File: src/design/assert_macros.svh
// Assertion helpers shared by the design files.
// Every check is sampled on the rising edge of clk and is off while arst_n is low.
`ifndef ASSERT_MACROS_SVH
`define ASSERT_MACROS_SVH

// The property must hold at every sampled edge.
`define ASSERT_ALWAYS(label, prop, msg) \
	label: assert property (@(posedge clk) disable iff (!arst_n) (prop)) else $error(msg);

// If the antecedent holds at an edge, the consequent must hold at the next edge.
`define ASSERT_NEXT(label, ante, cons, msg) \
	label: assert property (@(posedge clk) disable iff (!arst_n) (ante) |=> (cons)) \
		else $error(msg);

`endif

File: src/design/atrtpm_pkg.sv
`default_nettype none

package atrtpm_pkg;

	// Command codes of an input item.
	localparam logic [1:0] CMD_START = 2'd0;
	localparam logic [1:0] CMD_BYTE  = 2'd1;
	localparam logic [1:0] CMD_TICK  = 2'd2;

	// Outcome codes of a result item.
	localparam logic [2:0] OUT_MATCHED      = 3'd0;
	localparam logic [2:0] OUT_FULL_TIMEOUT = 3'd1;
	localparam logic [2:0] OUT_CHAR_TIMEOUT = 3'd2;
	localparam logic [2:0] OUT_RING         = 3'd3;
	localparam logic [2:0] OUT_NO_CARRIER   = 3'd4;

	// Configuration register indexes.
	localparam logic [2:0] REG_FIRST_PATTERN  = 3'd0;
	localparam logic [2:0] REG_FIRST_LENGTH   = 3'd1;
	localparam logic [2:0] REG_SECOND_PATTERN = 3'd2;
	localparam logic [2:0] REG_SECOND_LENGTH  = 3'd3;
	localparam logic [2:0] REG_FULL_TIMEOUT   = 3'd4;
	localparam logic [2:0] REG_CHAR_TIMEOUT   = 3'd5;
	localparam logic [2:0] REG_EVENTS_ENABLE  = 3'd6;

	// Register reset values.
	localparam logic [3:0]  FIRST_LENGTH_RST  = 4'd2;
	localparam logic [3:0]  SECOND_LENGTH_RST = 4'd0;
	localparam logic [31:0] FULL_TIMEOUT_RST  = 32'd1000;
	localparam logic [31:0] CHAR_TIMEOUT_RST  = 32'd100;

	localparam int MAX_PATTERN_BYTES_DEF = 8;

	// Fixed unsolicited response texts.
	localparam logic [2:0] RING_LEN    = 3'd4;
	localparam logic [3:0] CARRIER_LEN = 4'd10;

	function automatic logic [7:0] ring_char(input logic [1:0] pos);
		logic [7:0] ch;
		case (pos)
			2'd0:    ch = 8'h52; // R
			2'd1:    ch = 8'h49; // I
			2'd2:    ch = 8'h4E; // N
			default: ch = 8'h47; // G
		endcase
		return ch;
	endfunction

	function automatic logic [7:0] carrier_char(input logic [3:0] pos);
		logic [7:0] ch;
		case (pos)
			4'd0:    ch = 8'h4E; // N
			4'd1:    ch = 8'h4F; // O
			4'd2:    ch = 8'h20; // space
			4'd3:    ch = 8'h43; // C
			4'd4:    ch = 8'h41; // A
			4'd5:    ch = 8'h52; // R
			4'd6:    ch = 8'h52; // R
			4'd7:    ch = 8'h49; // I
			4'd8:    ch = 8'h45; // E
			4'd9:    ch = 8'h52; // R
			default: ch = 8'h00;
		endcase
		return ch;
	endfunction

endpackage

`default_nettype wire

File: src/design/at_response_two_pattern_matcher.sv
// An accepted input item is held in the input register; its result item is loaded into the
// result register. Throughput: one input item per cycle while the input does not stall; the
// input register feeds one pass of logic into the result register, and the session state is
// updated in that same pass. The input side stalls only while a result item waits under
// result_stall and another is held. Reset (arst_n low, asynchronous): registers take their
// documented reset values and any session is dropped; no result is pending afterwards.
`default_nettype none
`include "assert_macros.svh"

module at_response_two_pattern_matcher #(
	parameter int MAX_PATTERN_BYTES = atrtpm_pkg::MAX_PATTERN_BYTES_DEF
) (
	input  wire logic        clk,
	input  wire logic        arst_n,
	// Configuration write channel
	input  wire logic        cfg_valid,
	output logic             cfg_ready,
	input  wire logic [2:0]  cfg_index,
	input  wire logic [63:0] cfg_data,
	// Input item channel
	input  wire logic        item_valid,
	output logic             item_stall,
	input  wire logic [1:0]  cmd,
	input  wire logic [7:0]  rx_byte,
	// Result item channel
	output logic             result_valid,
	input  wire logic        result_stall,
	output logic [2:0]       outcome
);

	// Longest pattern that the cursors compare; longer lengths are clipped to it.
	localparam logic [3:0] MAX_LEN = 4'(MAX_PATTERN_BYTES);

	// ------------------------------------------------------------------
	// Configuration registers. Writes are to be issued only while the block is idle; the
	// block itself does not enforce this. The port is always ready and has no hazard check.
	// ------------------------------------------------------------------
	logic [63:0] first_pattern_q;
	logic [3:0]  first_length_q;
	logic [63:0] second_pattern_q;
	logic [3:0]  second_length_q;
	logic [31:0] full_timeout_q;
	logic [31:0] char_timeout_q;
	logic        events_enable_q;

	assign cfg_ready = 1'b1;

	always_ff @(posedge clk or negedge arst_n) begin
		if (!arst_n) begin
			first_pattern_q  <= '0;
			first_length_q   <= atrtpm_pkg::FIRST_LENGTH_RST;
			second_pattern_q <= '0;
			second_length_q  <= atrtpm_pkg::SECOND_LENGTH_RST;
			full_timeout_q   <= atrtpm_pkg::FULL_TIMEOUT_RST;
			char_timeout_q   <= atrtpm_pkg::CHAR_TIMEOUT_RST;
			events_enable_q  <= 1'b0;
		end else if (cfg_valid && cfg_ready) begin
			unique case (cfg_index)
				atrtpm_pkg::REG_FIRST_PATTERN:  first_pattern_q  <= cfg_data;
				atrtpm_pkg::REG_FIRST_LENGTH:   first_length_q   <= cfg_data[3:0];
				atrtpm_pkg::REG_SECOND_PATTERN: second_pattern_q <= cfg_data;
				atrtpm_pkg::REG_SECOND_LENGTH:  second_length_q  <= cfg_data[3:0];
				atrtpm_pkg::REG_FULL_TIMEOUT:   full_timeout_q   <= cfg_data[31:0];
				atrtpm_pkg::REG_CHAR_TIMEOUT:   char_timeout_q   <= cfg_data[31:0];
				atrtpm_pkg::REG_EVENTS_ENABLE:  events_enable_q  <= cfg_data[0];
				default: ;
			endcase
		end
	end

	// Effective pattern lengths after clipping to the compare window.
	logic [3:0] flen;
	logic [3:0] slen;
	assign flen = (first_length_q > MAX_LEN) ? MAX_LEN : first_length_q;
	assign slen = (second_length_q > MAX_LEN) ? MAX_LEN : second_length_q;

	// ------------------------------------------------------------------
	// Input register. An item moves on (is processed) whenever the result
	// register is empty or is being taken in the same cycle.
	// ------------------------------------------------------------------
	logic       valid_s1;
	logic [1:0] cmd_s1;
	logic [7:0] rx_byte_s1;
	logic       result_valid_q;
	logic [2:0] outcome_q;
	logic       go;

	assign go         = valid_s1 && !(result_valid_q && result_stall);
	assign item_stall = valid_s1 && result_valid_q && result_stall;

	always_ff @(posedge clk or negedge arst_n) begin
		if (!arst_n) begin
			valid_s1 <= 1'b0;
		end else if (!item_stall) begin
			valid_s1 <= item_valid;
		end
	end

	always_ff @(posedge clk) begin
		if (item_valid && !item_stall) begin
			cmd_s1     <= cmd;
			rx_byte_s1 <= rx_byte;
		end
	end

	// ------------------------------------------------------------------
	// Session state.
	// ------------------------------------------------------------------
	logic        active_q;
	logic [3:0]  first_cursor_q;
	logic        first_found_q;
	logic [3:0]  second_cursor_q;
	logic [2:0]  ring_cursor_q;
	logic [3:0]  carrier_cursor_q;
	logic [31:0] elapsed_ticks_q;
	logic [31:0] idle_ticks_q;
	logic        byte_seen_q;

	// Naive cursor steps: on a hit the cursor advances, on a miss it drops to
	// zero and the byte is not tried again at position zero.
	logic       first_hit;
	logic       second_hit;
	logic       ring_hit;
	logic       carrier_hit;
	logic [3:0] first_adv;
	logic [3:0] second_adv;
	logic [2:0] ring_adv;
	logic [3:0] carrier_adv;

	assign first_hit = (first_cursor_q < flen)
		&& (first_pattern_q[{first_cursor_q[2:0], 3'b000} +: 8] == rx_byte_s1);
	assign second_hit = (second_cursor_q < slen)
		&& (second_pattern_q[{second_cursor_q[2:0], 3'b000} +: 8] == rx_byte_s1);
	assign ring_hit = (ring_cursor_q < atrtpm_pkg::RING_LEN)
		&& (atrtpm_pkg::ring_char(ring_cursor_q[1:0]) == rx_byte_s1);
	assign carrier_hit = (carrier_cursor_q < atrtpm_pkg::CARRIER_LEN)
		&& (atrtpm_pkg::carrier_char(carrier_cursor_q) == rx_byte_s1);

	assign first_adv   = first_hit   ? first_cursor_q + 4'd1   : '0;
	assign second_adv  = second_hit  ? second_cursor_q + 4'd1  : '0;
	assign ring_adv    = ring_hit    ? ring_cursor_q + 3'd1    : '0;
	assign carrier_adv = carrier_hit ? carrier_cursor_q + 4'd1 : '0;

	// Saturating tick counters.
	logic [31:0] elapsed_inc;
	logic [31:0] idle_inc;
	assign elapsed_inc = (&elapsed_ticks_q) ? elapsed_ticks_q : elapsed_ticks_q + 32'd1;
	assign idle_inc    = (&idle_ticks_q) ? idle_ticks_q : idle_ticks_q + 32'd1;

	// Next-state logic. A result ends the session and clears all session state.
	logic        active_n;
	logic [3:0]  first_cursor_n;
	logic        first_found_n;
	logic [3:0]  second_cursor_n;
	logic [2:0]  ring_cursor_n;
	logic [3:0]  carrier_cursor_n;
	logic [31:0] elapsed_ticks_n;
	logic [31:0] idle_ticks_n;
	logic        byte_seen_n;
	logic        done;
	logic [2:0]  outcome_n;

	always_comb begin
		active_n         = active_q;
		first_cursor_n   = first_cursor_q;
		first_found_n    = first_found_q;
		second_cursor_n  = second_cursor_q;
		ring_cursor_n    = ring_cursor_q;
		carrier_cursor_n = carrier_cursor_q;
		elapsed_ticks_n  = elapsed_ticks_q;
		idle_ticks_n     = idle_ticks_q;
		byte_seen_n      = byte_seen_q;
		done             = 1'b0;
		outcome_n        = atrtpm_pkg::OUT_MATCHED;

		if (go) begin
			unique case (cmd_s1)
				atrtpm_pkg::CMD_START: begin
					// A start during a session silently restarts it.
					active_n         = 1'b1;
					first_cursor_n   = '0;
					first_found_n    = 1'b0;
					second_cursor_n  = '0;
					ring_cursor_n    = '0;
					carrier_cursor_n = '0;
					elapsed_ticks_n  = '0;
					idle_ticks_n     = '0;
					byte_seen_n      = 1'b0;
				end
				atrtpm_pkg::CMD_BYTE: begin
					if (active_q) begin
						byte_seen_n  = 1'b1;
						idle_ticks_n = '0;
						// The byte that completes the first pattern is not
						// offered to the second one.
						if (!first_found_q) begin
							if (flen == '0) begin
								first_found_n = 1'b1;
							end else begin
								first_cursor_n = first_adv;
								if (first_adv >= flen) begin
									first_found_n = 1'b1;
								end
							end
						end else if (slen != '0) begin
							second_cursor_n = second_adv;
						end
						// RING wins over NO CARRIER; the latter cursor is left
						// alone when RING completes.
						if (events_enable_q) begin
							ring_cursor_n = ring_adv;
							if (ring_adv >= atrtpm_pkg::RING_LEN) begin
								done      = 1'b1;
								outcome_n = atrtpm_pkg::OUT_RING;
							end else begin
								carrier_cursor_n = carrier_adv;
								if (carrier_adv >= atrtpm_pkg::CARRIER_LEN) begin
									done      = 1'b1;
									outcome_n = atrtpm_pkg::OUT_NO_CARRIER;
								end
							end
						end
						if (!done && first_found_n
								&& (slen == '0 || second_cursor_n >= slen)) begin
							done      = 1'b1;
							outcome_n = atrtpm_pkg::OUT_MATCHED;
						end
					end
				end
				atrtpm_pkg::CMD_TICK: begin
					if (active_q) begin
						elapsed_ticks_n = elapsed_inc;
						// The inter-character timer runs only after the first byte.
						if (byte_seen_q) begin
							idle_ticks_n = idle_inc;
						end
						if (elapsed_inc > full_timeout_q) begin
							done      = 1'b1;
							outcome_n = atrtpm_pkg::OUT_FULL_TIMEOUT;
						end else if (byte_seen_q && idle_inc > char_timeout_q) begin
							done      = 1'b1;
							outcome_n = atrtpm_pkg::OUT_CHAR_TIMEOUT;
						end
					end
				end
				default: ;
			endcase

			if (done) begin
				active_n         = 1'b0;
				first_cursor_n   = '0;
				first_found_n    = 1'b0;
				second_cursor_n  = '0;
				ring_cursor_n    = '0;
				carrier_cursor_n = '0;
				elapsed_ticks_n  = '0;
				idle_ticks_n     = '0;
				byte_seen_n      = 1'b0;
			end
		end
	end

	always_ff @(posedge clk or negedge arst_n) begin
		if (!arst_n) begin
			active_q         <= 1'b0;
			first_cursor_q   <= '0;
			first_found_q    <= 1'b0;
			second_cursor_q  <= '0;
			ring_cursor_q    <= '0;
			carrier_cursor_q <= '0;
			elapsed_ticks_q  <= '0;
			idle_ticks_q     <= '0;
			byte_seen_q      <= 1'b0;
		end else begin
			active_q         <= active_n;
			first_cursor_q   <= first_cursor_n;
			first_found_q    <= first_found_n;
			second_cursor_q  <= second_cursor_n;
			ring_cursor_q    <= ring_cursor_n;
			carrier_cursor_q <= carrier_cursor_n;
			elapsed_ticks_q  <= elapsed_ticks_n;
			idle_ticks_q     <= idle_ticks_n;
			byte_seen_q      <= byte_seen_n;
		end
	end

	// ------------------------------------------------------------------
	// Result register. It holds under result_stall; a finished item is
	// loaded whenever the register is empty or being taken.
	// ------------------------------------------------------------------
	always_ff @(posedge clk or negedge arst_n) begin
		if (!arst_n) begin
			result_valid_q <= 1'b0;
		end else if (go && done) begin
			result_valid_q <= 1'b1;
		end else if (!result_stall) begin
			result_valid_q <= 1'b0;
		end
	end

	always_ff @(posedge clk) begin
		if (go && done) begin
			outcome_q <= outcome_n;
		end
	end

	assign result_valid = result_valid_q;
	assign outcome      = outcome_q;

	// ------------------------------------------------------------------
	// Checks
	// ------------------------------------------------------------------
	`ASSERT_NEXT(a_done_ends_session, go && done, !active_q && result_valid_q,
		"finished item did not end the session and post a result")
	`ASSERT_ALWAYS(a_idle_counters_clear,
		active_q || (elapsed_ticks_q == '0 && idle_ticks_q == '0 && !byte_seen_q),
		"session counters not clear while no session is active")
	`ASSERT_ALWAYS(a_event_cursor_range,
		ring_cursor_q < atrtpm_pkg::RING_LEN && carrier_cursor_q < atrtpm_pkg::CARRIER_LEN,
		"event cursor left at or beyond its text length")
	`ASSERT_ALWAYS(a_first_cursor_range, first_cursor_q <= MAX_LEN,
		"first pattern cursor beyond the compare window")
	`ASSERT_NEXT(a_stalled_result_kept, result_valid_q && result_stall && !go,
		result_valid_q, "pending result lost under stall")

endmodule

`default_nettype wire

File: config.mk
export PLATFORM = sky130hd
export DESIGN_NAME = at_response_two_pattern_matcher
export DESIGN_NICKNAME = d
export VERILOG_FILES = /design/src/design/atrtpm_pkg.sv /design/src/design/at_response_two_pattern_matcher.sv
export VERILOG_INCLUDE_DIRS = /design/src /design/src/design
export SDC_FILE = /design/constraint.sdc
export NUM_CORES = 1
export LEC_CHECK = 0
export BUFFER_PORTS_ARGS = -buffer_cell sky130_fd_sc_hd__buf_2
export CORE_ASPECT_RATIO = 0.7
export CORE_MARGIN = 3
export CORE_UTILIZATION = 60
export CTS_CLUSTER_SIZE = 24
export DETAILED_ROUTE_END_ITERATION = 6
export GPL_TIMING_DRIVEN = 1
export PLACE_DENSITY = 0.78
export SLEW_MARGIN = 0
export SYNTH_ARGS = -nofsm -noshare
export SYNTH_HDL_FRONTEND = slang
export SYNTH_SLANG_ARGS = --single-unit
File: constraint.sdc
create_clock -name clk -period 5.8 [get_ports clk]
set_input_delay 0.87 -clock clk [delete_from_list [all_inputs] [get_ports clk]]
set_output_delay 0.87 -clock clk [all_outputs]
set_load 0.01 [all_outputs]
==> results of run 1 <==
[metrics by stage]
step | hold slack (ps) | std cells | cell area [um^2] | util
floorplan | 475 | 1503 | 16700 | -
global placement | 483 | 1917 | 17600 | 0.651
detailed placement | 491 | 1917 | 17600 | 0.651
CTS | 279 | 1971 | 18500 | 0.685
global route | 301 | 1971 | 18500 | 0.685
finish | 262 | 1973 | 18500 | 0.686
[per-layer routing]
metal / wire length, um / up-vias
met3: 4240 / 75
met2: 18000 / 504
met1: 20500 / 6212
li1: - / 5590
met4: 964 / 0
met5: 0 / -
[state kept, by name, indices dropped and copies added (netlist names)]
name,cells
carrier_cursor_q,4
first_cursor_q,4
events_enable_q,1
result_valid,1
valid_s1,1
elapsed_ticks_q,32
byte_seen_q,1
idle_ticks_q,32
second_cursor_q,4
full_timeout_q,32
second_pattern_q,64
active_q,1
rx_byte_s1,8
first_found_q,1
char_timeout_q,32
first_length_q,4
ring_cursor_q,3
outcome,3
first_pattern_q,64
second_length_q,4
cmd_s1,2
[synthesized netlist by cell type (5+ instances only)]
cell type and number:
dfrtp_1 275, mux2_2 172, nand2_1 127, ha_1 97
inv_1 93, o21ai_0 66, nand3_1 55, xnor2_1 55
clkbuf_1 54, a21oi_1 47, nor2_1 43, nand4_1 37
a22o_1 35, mux4_2 32, xor2_1 32, nor3_1 25
mux2i_1 21, and3_1 18, nor2b_1 16, edfxtp_1 13
a21o_1 12, and2_1 12, dfstp_2 10, o31ai_1 9
nand2b_1 8, and4_1 7, nor3b_1 7, or3_1 7
buf_2 6, nor4_1 6, o21bai_1 6, or4_1 6
a31oi_1 5, o211ai_1 5
[power groups by stage]
stage | clock (mW) | combinational (mW) | sequential (mW)
floorplan | 0 | 0.827 | 2.61
detailed placement | 0 | 1.13 | 2.71
global route | 1.99 | 1.27 | 2.73
global placement | 0 | 1.08 | 2.69
CTS | 1.91 | 1.15 | 2.68
finish | 1.88 | 1.15 | 2.69
[critical path, stage by stage, from the launching register on]
cell and delay [ps]:
dfrtp_1 490, nand4_1 220, nor4_2 540, nand3_1 200, nor4b_2 480, nand2_1 100, or2_2 330, xnor2_1 180
ha_1 330, nand4_1 160, or4_4 560, nand2b_1 200, o21bai_4 230, nor3_1 100, or3_1 560, buf_4 240
nor2_1 260
[cells by family (layout without fill, tap and decap cells)]
| group | after synthesis | count (layout) | synth area share |
|---|---|---|---|
| adders and majority gates | 97 | 97 | 0.0727 |
| DFF | 298 | 298 | 0.451 |
| and+or+nand+nor | 398 | 398 | 0.124 |
| muxes | 225 | 225 | 0.172 |
| AOI/OAI and AO/OA | 233 | 233 | 0.0949 |
| xor gates and xnor gates | 87 | 87 | 0.0457 |
| buffers and inverters | 164 | 268 | 0.0394 |
| other | 1 | 3 | 0.000225 |
[how the worst min path moves through the flow]
stage	start	end	cells past startpoint
global placement	second_pattern_q[8]$_DFFE_PN0P_	second_pattern_q[8]$_DFFE_PN0P_	1
CTS	arst_n	idle_ticks_q[9]$_DFFE_PN0P_	1
global route	arst_n	char_timeout_q[9]$_DFFE_PN0P_	1
detailed placement	second_pattern_q[16]$_DFFE_PN0P_	second_pattern_q[16]$_DFFE_PN0P_	1
finish	arst_n	char_timeout_q[9]$_DFFE_PN0P_	1
floorplan	first_pattern_q[16]$_DFFE_PN0P_	first_pattern_q[16]$_DFFE_PN0P_	1
[cell type report]
type	instances	area, um^2
inverters	94	353
diodes	2	5.00
clock inverters	13	119
fillers	1981	8500
clock buffers	41	811
well taps	364	455
multi-input cells	1041	8520
flip-flops and latches	298	7530
repair buffers	120	733
==> summary.txt, run 1 <==
outcome: finished, final reports clean
CP arrival: 5760 ps
H-tree Lvls: 1
CP Capture Point: outcome[1]$_SDFFCE_PN0P_
PD cells: 309 nW/um^2
minimum clock period: 5500 ps
Syn Std Cell Area: 16700 um^2
Final period util: 0.948
M1 GR Usage: 0.454
Via density: 6.28
clk buf depth: 3
Net Count, Synth: 1682
sequential area share after synthesis: 0.451
busiest layer in global routing: met1
Reg2Reg Depth: 16
worst-margin pin slew: 1080 ps
most common cell after layout, fill and taps aside: dfrtp_1
largest net degree at the start of global routing: 134
routed via count: 12400
maxcap violations: 0
Clock Skew: 15.0 ps
CTS tree: done
initial antenna violation count: 1
clock sinks: 298
Worst Setup Start Kind: flip-flop
final hold viol count: 0
Final Slew Violations: 0
PostCTS Resize Cnt: 0
share of layout cells above drive strength 1: 0.252
NumNets Final: 1763
CP max FO: 11
core area: 27000 um^2
area leader, netlist: dfrtp_1
synth unique cells: 82
Internal: 4.02 mW
Yosys reg bits: 298
CTS Root Cell: clkbuf_16
area delta synth->final: 11.0%
Worst Hold Class: in2async
setup TNS: 0 ps
initial core utilization: 0.618
Slew headroom: 0.276
sequential fraction of design power: 0.470
reg2reg start: elapsed_ticks_q[13]$_DFFE_PN0P_
count of final setup violators: 0
met2 usage: 0.406
critical path endpoint category: flip-flop
Initial DRT Pass Iterations: 5
hold_buf cts: 0
post-route ant nets: 0
Skew-Pair Late Insertion Delay: 580 ps
# IOs: 88
Top FF cell, synth: dfrtp_1
synth warn: 0
vias in the first global route: 12200
Site Rows: 50
Die Wd: 205 um
Worst VDD drop: 0.000226 V
Total Power: 5.73 mW
RePlAce Congestion: 0.973
combinational share of power: 0.201
Avg Cell Area, Syn: 11.1 um^2
Clk pwr share: 0.329
share of the synthesized area in the top cell type: 0.412
R2R setup slack: 300 ps
post-CTS setup repair buffer count: 0
Total GRT Usage: 0.293
post-route setup slack: 299 ps
HPWL Detailed: 31600 um
kind of critical path: reg2reg
wire per inst: 22.2 um
worst r2r dst: outcome[1]$_SDFFCE_PN0P_
Crit. Startpoint: elapsed_ticks_q[13]$_DFFE_PN0P_
Inserted Clock Buffers: 29
clock slew at reported path FFs: 70 ps
number of remaining DRC errors: 0
DP Worst Slack: 383 ps
most frequent cells in the layout: 275 x dfrtp_1, 172 x mux2_2, 127 x nand2_1, 97 x ha_1, 93 x inv_1
Die ar.: 29900 um^2
Worst EP required: 6060 ps
global-route wire length before repair: 68900 um
Die H: 146 um
Cells after Synth: 1503
Routed Wire Length: 43700 um
grt ovf: 0
Fmax: 182 MHz
NetSw: 1.71 mW
P_leak: 8.23 nW
Post-synth ARST share: 0.956
Post-synth EDFFs: 13
Initial DRC Count: 1222
RSZ-0062 raised after global routing: no
Port Buffer Count: 86
M3 GR Usage: 0.0901
switching share of power: 0.299
main area contributors after synthesis: dfrtp_1 41%, mux2_2 12%, ha_1 7.3%
(Power assumes the default switching activity.)
==> inputs of run 2 (changes only) <==
--- a/config.mk
+++ b/config.mk
@@ -10,6 +10,7 @@
 export CORE_ASPECT_RATIO = 0.7
 export CORE_MARGIN = 3
 export CORE_UTILIZATION = 60
+export CTS_BUF_LIST = sky130_fd_sc_hd__clkbuf_8
 export CTS_CLUSTER_SIZE = 24
 export DETAILED_ROUTE_END_ITERATION = 6
 export GPL_TIMING_DRIVEN = 1
==> run 2 against run 1 <==
Against the previous run: global-route usage is 0.083 points higher; register-to-register slack better by 70 ps; final cell count up 1.6%; routed wire length fell by 0.16%.
==> summary.txt, run 2 (synthesis results as in run 1) <==
Skew-Pair Late Insertion Delay: 600 ps (+20 ps)
post-layout util: 0.689 (+0.00296)
H-tree Lvls: 2 (+1)
Initial DRC Count: 1184 (-3.1%)
wire per inst: 21.8 um (-1.8%)
placed cells: 1917 (unchanged)
FF+latch area: 7530 um^2 (unchanged)
Die ar.: 29900 um^2 (unchanged)
Worst Hold Class: in2async
CP arrival: 5690 ps (-70 ps)
kind of critical path: reg2reg
PostCTS Resize Cnt: 0 (unchanged)
outcome: finished, final reports clean
Final period util: 0.937 (-0.0115)
hold_buf cts: 0 (unchanged)
final instance area: 18600 um^2 (+0.43%)
P_leak: 8.37 nW (+1.7%)
most common cell after layout, fill and taps aside: dfrtp_1
Clock Skew: 31.2 ps (+16.1 ps)
count of final setup violators: 0 (unchanged)
post-route setup slack: 366 ps (+66.5 ps)
clk buf depth: 3 (unchanged)
worst r2r dst: outcome[1]$_SDFFCE_PN0P_
NumNets Final: 1780 (+0.96%)
post-CTS setup repair buffer count: 0 (unchanged)
fin cells: 2005 (+1.6%)
Fin Hold WS: 235 ps (-27.0 ps)
Slew headroom: 0.310 (+0.0336)
share of layout cells above drive strength 1: 0.262 (+0.0103)
Layout fillers: 1990 (+0.45%)
Total GRT Usage: 0.294 (+0.000828)
HPWL Detailed: 31600 um (unchanged)
initial core utilization: 0.618 (unchanged)
vias in the first global route: 12200 (+0.48%)
global-route wire length before repair: 68800 um (about the same)
Reg2Reg Depth: 16 (unchanged)
routed via count: 12500 (+1.3%)
maxcap violations: 0 (unchanged)
Fmax: 184 MHz (+1.2%)
clock slew at reported path FFs: 70 ps (about the same)
post-route ant nets: 0 (unchanged)
# IOs: 88 (unchanged)
CP max FO: 11 (unchanged)
Site Rows: 50 (unchanged)
number of remaining DRC errors: 0 (unchanged)
Routed Wire Length: 43700 um (-0.16%)
Total Power: 5.77 mW (+0.66%)
Placed Instance Area: 17600 um^2 (unchanged)
Worst VDD drop: 0.000227 V (+0.24%)
most frequent cells in the layout: 275 x dfrtp_1, 172 x mux2_2, 127 x nand2_1, 108 x inv_1, 97 x ha_1
minimum clock period: 5430 ps (-66.5 ps)
Initial DRT Pass Iterations: 6 (+1)
Multi-input gate area: 8530 um^2 (+0.10%)
grt ovf: 0 (unchanged)
RSZ-0062 raised after global routing: no
clock sinks: 298 (unchanged)
largest registers: first_pattern_q x64, second_pattern_q x64
final hold viol count: 0 (unchanged)
R2R setup slack: 370 ps (+70 ps)
Die Wd: 205 um (unchanged)
setup TNS: 0 ps (unchanged)
Inserted Clock Buffers: 46 (+59%)
Worst Setup Start Kind: flip-flop
RePlAce Congestion: 0.973 (unchanged)
Port Buffer Count: 86 (unchanged)
Via density: 6.25 (-0.33%)
area delta synth->final: 11.5%
CTS tree: done
Worst EP required: 6060 ps (about the same)
initial antenna violation count: 0 (-1)
core area: 27000 um^2 (unchanged)
Final Slew Violations: 0 (unchanged)
Die H: 146 um (unchanged)
critical path endpoint category: flip-flop
PD cells: 310 nW/um^2 (+0.23%)
reg2reg start: elapsed_ticks_q[13]$_DFFE_PN0P_
worst-margin pin slew: 1030 ps (-50.0 ps)
CTS Root Cell: clkbuf_8
DP Worst Slack: 383 ps (unchanged)
largest net degree at the start of global routing: 134 (unchanged)
==> run 2: changes by cell type in the layout (fill, tap and decap cells not counted), sizes merged <==
| cell | previous run | this run |
|---|---|---|
| bufinv | 1 | 4 |
| clkbuf | 41 | 54 |
| clkinv | 7 | 10 |
| inv | 96 | 112 |
| clkinvlp | 3 | 0 |
==> run 2: per-layer routing <==
metal / vias up / global-route usage / share of wire
met1: 6244 / 0.460 / 0.47
met3: 94 / 0.0865 / 0.10
met4: 0 / 0.0737 / 0.025
li1: 5634 / - / -
met5: - / 0 / 0
met2: 568 / 0.399 / 0.41
==> run 2: how the worst max path moves through the flow <==
stage                               startpoint                         endpoint  slack (ps)  cells after the start
2_1_floorplan  elapsed_ticks_q[13]$_DFFE_PN0P_  elapsed_ticks_q[10]$_DFFE_PN0P_         960                     21
3_3_place_gp    elapsed_ticks_q[3]$_DFFE_PN0P_         outcome[0]$_SDFFCE_PN0P_         530                     19
3_5_place_dp   elapsed_ticks_q[13]$_DFFE_PN0P_         outcome[2]$_SDFFCE_PN0P_         380                     16
4_1_cts        elapsed_ticks_q[13]$_DFFE_PN0P_         outcome[1]$_SDFFCE_PN0P_         330                     17
5_1_grt         elapsed_ticks_q[3]$_DFFE_PN0P_         outcome[1]$_SDFFCE_PN0P_          40                     19
6_report       elapsed_ticks_q[13]$_DFFE_PN0P_         outcome[1]$_SDFFCE_PN0P_         370                     16
==> run 2: worst max-delay path: stages, from the launching register on <==
cell,delay (ps)
dfrtp_1,490
nand4_1,250
nor4_4,450
nand3_1,180
nor4b_2,480
nand2_1,100
or2_2,330
xnor2_1,180
ha_1,330
nand4_1,160
or4_4,560
nand2b_1,200
o21bai_4,240
nor3_1,100
or3_1,560
buf_4,230
nor2_1,260
==> run 2: power breakdown <==
| group | total, mW | switching, mW | internal [mW] |
|---|---|---|---|
| logic | 1.15 | 0.612 | 0.538 |
| registers | 2.69 | 0.239 | 2.45 |
| clock network | 1.93 | 0.890 | 1.04 |
==> run 2: final cells by class <==
class	count	share of cell area
antenna	2	0.000269
clock buffer	54	0.0399
clock inverter	32	0.0139
inverter	94	0.0190
multi-input combinational	1041	0.458
sequential	298	0.405
tap	364	0.0245
timing repair buffer	120	0.0394
